**config.mk**
```make
export PLATFORM = sky130hd
export DESIGN_NAME = pbfc_index
export DESIGN_NICKNAME = d
export VERILOG_FILES = /design/src/sv/pbfc_pkg.sv /design/src/sv/pbfc_index.sv
export SDC_FILE = /design/constraint.sdc
export NUM_CORES = 1
export LEC_CHECK = 0
export BUFFER_PORTS_ARGS = -buffer_cell sky130_fd_sc_hd__clkbuf_2
export CORE_ASPECT_RATIO = 0.8
export CORE_MARGIN = 1.5
export CORE_UTILIZATION = 40
export DETAILED_ROUTE_END_ITERATION = 10
export GPL_TIMING_DRIVEN = 0
export PLACE_DENSITY = 0.75
export SLEW_MARGIN = 20
export SYNTH_ARGS = -nofsm -noshare
export SYNTH_HDL_FRONTEND = slang
export SYNTH_SLANG_ARGS = --single-unit
```
**constraint.sdc**
```tcl
create_clock -name clk -period 0.8 [get_ports clk]
set_input_delay 0.24 -clock clk [delete_from_list [all_inputs] [get_ports clk]]
set_output_delay 0.24 -clock clk [all_outputs]
set_load 0.02 [all_outputs]
```
**src/sv/pbfc_pkg.sv**
```systemverilog
// Shared types, widths and command codes of the partitioned Bloom filter counter.
`default_nettype none
package pbfc_pkg;

  localparam int CMD_W       = 2;
  localparam int HASH_W      = 12;
  localparam int HASH_FIELDS = 4;
  localparam int HIT_W       = 3;
  localparam int TOTAL_W     = 15;
  localparam int TOTAL_MAX   = 32767;
  localparam int RECIP_SHIFT = 24;

  localparam int NUM_HASHES_DEF = 4;
  localparam int HASH_RANGE_DEF = 4096;

  localparam logic [CMD_W-1:0] CMD_INSERT = 2'd0;
  localparam logic [CMD_W-1:0] CMD_QUERY  = 2'd1;
  localparam logic [CMD_W-1:0] CMD_READ   = 2'd2;

  typedef struct packed {
    logic [CMD_W-1:0]  cmd;
    logic [HASH_W-1:0] hash_0;
    logic [HASH_W-1:0] hash_1;
    logic [HASH_W-1:0] hash_2;
    logic [HASH_W-1:0] hash_3;
  } in_word_t;

  typedef struct packed {
    logic [HIT_W-1:0]   hit_count;
    logic [TOTAL_W-1:0] ones_total;
  } out_word_t;

  typedef struct packed {
    logic load_q;
    logic load_r;
  } pipe_en_t;

endpackage
`default_nettype wire

```
**src/sv/pbfc_index.sv**
```systemverilog
// Two-stage reduction of one hash field modulo the partition size.
`default_nettype none
module pbfc_index #(
  parameter int HASH_RANGE = pbfc_pkg::HASH_RANGE_DEF
) (
  input  wire logic                            clk,
  input  wire pbfc_pkg::pipe_en_t              en,
  input  wire logic [pbfc_pkg::HASH_W-1:0]     hash,
  output logic      [$clog2(HASH_RANGE)-1:0]   idx
);

  localparam int HW    = pbfc_pkg::HASH_W;
  localparam int MW    = pbfc_pkg::RECIP_SHIFT;
  localparam int PW    = HW + MW;
  localparam int RW    = $clog2(HASH_RANGE + 1);
  localparam int DW    = HW + RW;
  localparam int IDX_W = $clog2(HASH_RANGE);
  localparam longint RECIP = (64'd1 << MW) / HASH_RANGE;

  logic [PW-1:0]    prod;
  logic [HW-1:0]    q_r;
  logic [HW-1:0]    h_r;
  logic [DW-1:0]    qr;
  logic [DW-1:0]    rem_est;
  logic [DW-1:0]    rem;
  logic [IDX_W-1:0] idx_r;

  assign prod = PW'(hash) * PW'(RECIP);

  always_ff @(posedge clk) begin
    if (en.load_q) begin
      q_r <= prod[PW-1:MW];
      h_r <= hash;
    end
  end

  assign qr      = DW'(q_r) * DW'(HASH_RANGE);
  assign rem_est = DW'(h_r) - qr;
  assign rem     = (rem_est >= DW'(HASH_RANGE)) ? rem_est - DW'(HASH_RANGE) : rem_est;

  always_ff @(posedge clk) begin
    if (en.load_r) begin
      idx_r <= rem[IDX_W-1:0];
    end
  end

  assign idx = idx_r;

endmodule
`default_nettype wire

```
==> results of run 1 <==
[worst min path at each step]
stage	startpoint	end	slack, ps	depth (start not counted)
5_1_grt	hash[10]	h_r[10]	90	1
3_3_place_gp	h_r[5]	idx[5]	400	0
3_5_place_dp	h_r[1]	idx[1]	400	0
2_1_floorplan	hash[0]	h_r[0]	340	0
6_report	hash[0]	h_r[0]	110	1
4_1_cts	hash[5]	h_r[5]	110	1
[placed cells by master (no fill, tap or decap), drive strengths merged]
master,n
buf,12
clkbuf,17
edfxtp,24
[flip-flops by register name, summed over array words and instances (netlist names)]
| name | cells |
|---|---|
| h_r | 12 |
| idx | 12 |
[area by class of cell]
| type | instances | area (µm²) | share of cell area (%) |
|---|---|---|---|
| flip-flops and latches | 24 | 721 | 76.8 |
| repair buffers | 26 | 168 | 17.9 |
| well taps | 22 | 27.5 | 2.93 |
| clock buffers | 3 | 22.5 | 2.40 |
[per-layer routing]
metal | wire [µm] | vias up | track usage (%)
li1 | - | 156 | -
met1 | 277 | 133 | 9.22
met2 | 374 | 17 | 14.1
met3 | 71 | 2 | 4.38
met4 | 10 | 0 | 6.08
met5 | 0 | - | 0
[through the flow]
step	hold slack (ps)	area, µm²	worst slack, ps	instances	util, %
finish	115	938	-267	75	56.6
global route	94.2	938	-329	75	56.6
CTS	106	901	-287	75	54.3
detailed placement	405	878	-31.3	72	52.9
global placement	403	878	-31.3	72	52.9
floorplan	339	721	111	24	-
[kinds of logic (layout without fill, tap and decap cells)]
group / Yosys count / in the layout
buf+inv: 0 / 29
flops: 24 / 24
[power by group through the flow]
stage	clock network, mW	logic (mW)	registers, mW
3_3_place_gp	0	0.141	1.54
5_1_grt	0.537	0.176	1.52
3_5_place_dp	0	0.142	1.54
2_1_floorplan	0	0	1.59
6_report	0.453	0.164	1.51
4_1_cts	0.477	0.142	1.51
[repair_timing]
action / CTS / global route
endpoints found under the setup margin: 12 / 12
gates resized for setup: 0 / 24
setup buffers: 0 / 0
==> results_dict.tcl, run 1 <==
set metrics [dict create \
    multiInputGateArea_um2 0 \
    grtUsageTotal_pct 8.69 \
    period_needed_ps 1070 \
    cp_num_cells 1 \
    intPower_mw 1.74 \
    synth-compound-area-share_pct 0 \
    diodes 0 \
    cts_buffer_depth 2 \
    syn2layout_area_growth_pct 30.2 \
    ys_types 1 \
    io_buffers 26 \
    syn_area_um2 721 \
    drive_gt1_share_pct 54.7 \
    layout_setup_ws_ps -267 \
    crit_fanout 1 \
    synth_ff_type "edfxtp_1" \
    gp_congestion 0.686 \
    power.total_mw 2.13 \
    die_w_um 50.5 \
    worst-r2r-cell-count 0 \
    synth_seq_cells 24 \
    grt-ovfl-total 0 \
    yosysMostFrequentCell "edfxtp_1" \
    p_switching_mw 0.393 \
    grt_pass1_vias 255 \
    cp_top_family "flip-flops" \
    vias 308 \
    clock_sinks 24 \
    synth_adder_area_share_pct 0 \
    finalSetupViolCount 12 \
    cp-end-kind "primary output" \
    io_pins 27 \
    wire_per_inst_um 9.79 \
    synth_top_cell_area_share_pct 100 \
    antenna_found_initial 0 \
    rows 13 \
    start_util_pct 43.4 \
    num-fill-cells 139 \
    synth_mux_area_share_pct 0 \
    timing.slew.headroom_pct 80.7 \
    die_h_um 41.0 \
    critPathSlowestCell "edfxtp_1" \
    grt_first_pass_wirelength_um 1110 \
    fmax_ghz 0.937 \
    path_cells "buf_6" \
    p_sw_share_pct 18.4 \
    ant_nets 0 \
    synth_area_per_cell_um2 30.0 \
    slew_viol_final 0 \
    status "finished with violations" \
    ctsRootBufferMaster "clkbuf_4" \
    synthSimpleGateAreaFrac_pct 0 \
    seq_area_frac_synth_pct 100 \
    violations "negative setup slack" \
    clkPwrFrac_pct 21.3 \
    hold_buffers 0 \
    yosysWarnings 0 \
    worstSetupStartpointType "flip-flop" \
    async_flop_share_pct 0 \
    first_iter_violations 5 \
    synthTopCellsByCount "edfxtp_1 (24)" \
    max_stage_delay_ps 390 \
    pwr-share-seq_pct 71.0 \
    die_area_um2 2070 \
    worst_clock_skew_ps 4.41 \
    worstPathArrival_ps 830 \
    drt_pre_antenna_iters 2 \
    multi_input_cells 0 \
    crit_type "flip-flop to primary output" \
    synth_edf_count 24 \
    core_area_um2 1660 \
    p_leak_nw 0.367 \
    grt_max_degree 13 \
    finalCritPeriodShare_pct 133 \
    netlist_top_cells_area "edfxtp_1 (100%)" \
    routed_via_density 4.11 \
    powerDensity_nw_per_um2 2270 \
    htreeDepth 1 \
    hp-class "input pin to flip-flop" \
    worst_r2r_startpoint "h_r[4]" \
    finalHoldViolations 0 \
    regToRegEndpoint "idx[4]" \
    cts_made_buffers 3 \
    drv_cap 0 \
    cts_tree "done" \
    comb_power_share_pct 7.7 \
    rsz0062_at_grt "true" \
    drc 0 \
    worst-path-buf-inv 1 \
    wirelength_um 734 \
    crit_start "idx[0]" \
    syn-num-nets 39 \
    crit_required_ps 560 \
    rrSetupSlack_ps 160 \
    clk_latency_ps 290 \
    crit_path_end "idx[0]" \
    tightest_slew_ps 289 \
    fin_tns_setup_ps -3110 \
    synth_top_area_cell "edfxtp_1" \
    synth_xor_area_share_pct 0 \
    clk_pin_slew_worst_paths_ps 100 \
    syn_inst 24 \
    nNetsFinal 70 \
    ir_drop_mv 1.51 \
]
Power figures use the tool's default switching activity.
==> inputs of run 2 (changes only) <==
--- a/config.mk
+++ b/config.mk
@@ -6,12 +6,11 @@
 export NUM_CORES = 1
 export LEC_CHECK = 0
 export BUFFER_PORTS_ARGS = -buffer_cell sky130_fd_sc_hd__clkbuf_2
-export CORE_ASPECT_RATIO = 0.8
 export CORE_MARGIN = 1.5
-export CORE_UTILIZATION = 40
+export CORE_UTILIZATION = 48
 export DETAILED_ROUTE_END_ITERATION = 10
 export GPL_TIMING_DRIVEN = 0
-export PLACE_DENSITY = 0.75
+export PLACE_DENSITY = 0.83
 export SLEW_MARGIN = 20
 export SYNTH_ARGS = -nofsm -noshare
 export SYNTH_HDL_FRONTEND = slang
==> constraint.sdc (replaced) <==
create_clock -name clk -period 1.3 [get_ports clk]
set_input_delay 0.39 -clock clk [delete_from_list [all_inputs] [get_ports clk]]
set_output_delay 0.39 -clock clk [all_outputs]
set_load 0.02 [all_outputs]
==> run 2 against run 1 <==
The run now ends clean. Utilization grew 9.5 points. Final cell count shrank 9.3%. Non-clock buffer count did not move. Wire length increased by 2.9%. Cell area down 4.9%. Critical path depth unchanged. Worst hold slack better by 140 ps. Count of clock-buffer cells in the layout unchanged. Power decreased by 39%. Largest power group unchanged. Via count is 4.5% lower. Clock power down 36%.
==> results_dict.tcl, run 2 (synthesis gave the netlist of run 1 again) <==
set metrics [dict create \
    antenna_found_initial 0 \
    worst_clock_skew_ps 0.949 \
    crit_type "flip-flop to primary output" \
    ctsRootBufferMaster "clkbuf_4" \
    num-fill-cells 82 \
    critPathSlowestCell "edfxtp_1" \
    die_h_um 41.8 \
    cts_buffer_depth 2 \
    final_common_cell "clkbuf_2" \
    grt_pass1_vias 247 \
    gp_congestion 0.631 \
    grt-ovfl-total 0 \
    multiInputGateArea_um2 0 \
    fin_tns_setup_ps 0 \
    hp-class "input pin to flip-flop" \
    core_area_um2 1350 \
    nNetsFinal 70 \
    clock_sinks 24 \
    p_leak_nw 0.357 \
    cts_tree "done" \
    drt_pre_antenna_iters 2 \
    clk_latency_ps 290 \
    rsz0062_at_grt "false" \
    worstPathArrival_ps 850 \
    grt_max_degree 13 \
    htreeDepth 1 \
    diodes 0 \
    cp-end-kind "primary output" \
    regArea_um2 721 \
    finalHoldViolations 0 \
    hold_buffers 0 \
    worst-path-buf-inv 1 \
    crit_fanout 1 \
    finalCritPeriodShare_pct 95.0 \
    rows 13 \
    routed_via_density 4.32 \
    die_w_um 41.8 \
    status "finished, final reports clean" \
    worstSetupStartpointType "flip-flop" \
    crit_required_ps 910 \
    wirelength_um 755 \
    power.total_mw 1.30 \
    powerDensity_nw_per_um2 1460 \
    syn2layout_area_growth_pct 23.8 \
    post-cts-setup-buffers 0 \
    period_needed_ps 1240 \
    tightest_slew_ps 288 \
    grt_first_pass_wirelength_um 1090 \
    first_iter_violations 13 \
    drv_cap 0 \
    vias 294 \
    fmax_ghz 0.810 \
    clk_pin_slew_worst_paths_ps 110 \
    multi_input_cells 0 \
    drc 0 \
    mostFrequentLayoutCells "clkbuf_2 (26), edfxtp_1 (24), clkbuf_4 (3)" \
    slew_viol_final 0 \
    start_util_pct 53.4 \
    cp_top_family "flip-flops" \
    cts_made_buffers 3 \
    ir_drop_mv 0.812 \
    io_buffers 26 \
    finalSetupViolCount 0 \
    cts_resized 0 \
    grtUsageTotal_pct 9.23 \
    max_stage_delay_ps 390 \
    ant_nets 0 \
    timing.slew.headroom_pct 80.8 \
    die_area_um2 1740 \
    io_pins 27 \
    path_cells "clkbuf_2" \
    wire_per_inst_um 11.1 \
    drive_gt1_share_pct 54.7 \
]
==> run 2: layout make-up <==
class,instances,area share (%)
Tap cell,15,2.10
Sequential cell,24,80.8
Clock buffer,3,2.52
Timing Repair Buffer,26,14.6
==> run 2: worst paths after layout <==
kind                  from  endpoint  slack (ps)  cells after the start
hold reg to reg    h_r[10]   idx[10]         430                      0
setup / recovery    idx[9]    idx[9]          60                      1
setup reg to reg    h_r[7]    idx[7]         680                      0
hold / removal    hash[11]   h_r[11]         260                      1
==> run 2: routing by layer <==
metal  wire length (µm)  GRT usage (%)
met4                  0           7.74
met2                343           11.6
met3                 76           4.78
met5                  0              0
met1                335           11.6
==> run 2: per-stage QoR <==
stage / instances / hold WS (ps) / cell area, µm² / worst slack (ps) / utilization (%)
6_report: 68 / 260 / 892 / 65.0 / 66.1
5_1_grt: 68 / 234 / 892 / 8.17 / 66.1
4_1_cts: 68 / 249 / 892 / 45.0 / 66.1
3_5_place_dp: 65 / 405 / 870 / 315 / 64.4
3_3_place_gp: 65 / 404 / 870 / 333 / 64.4
2_1_floorplan: 24 / 400 / 721 / 461 / -
==> run 2: power breakdown <==
group	internal (mW)	switching, mW
clock	0.108	0.181
combinational	0.0300	0.0558
sequential	0.916	0.0116
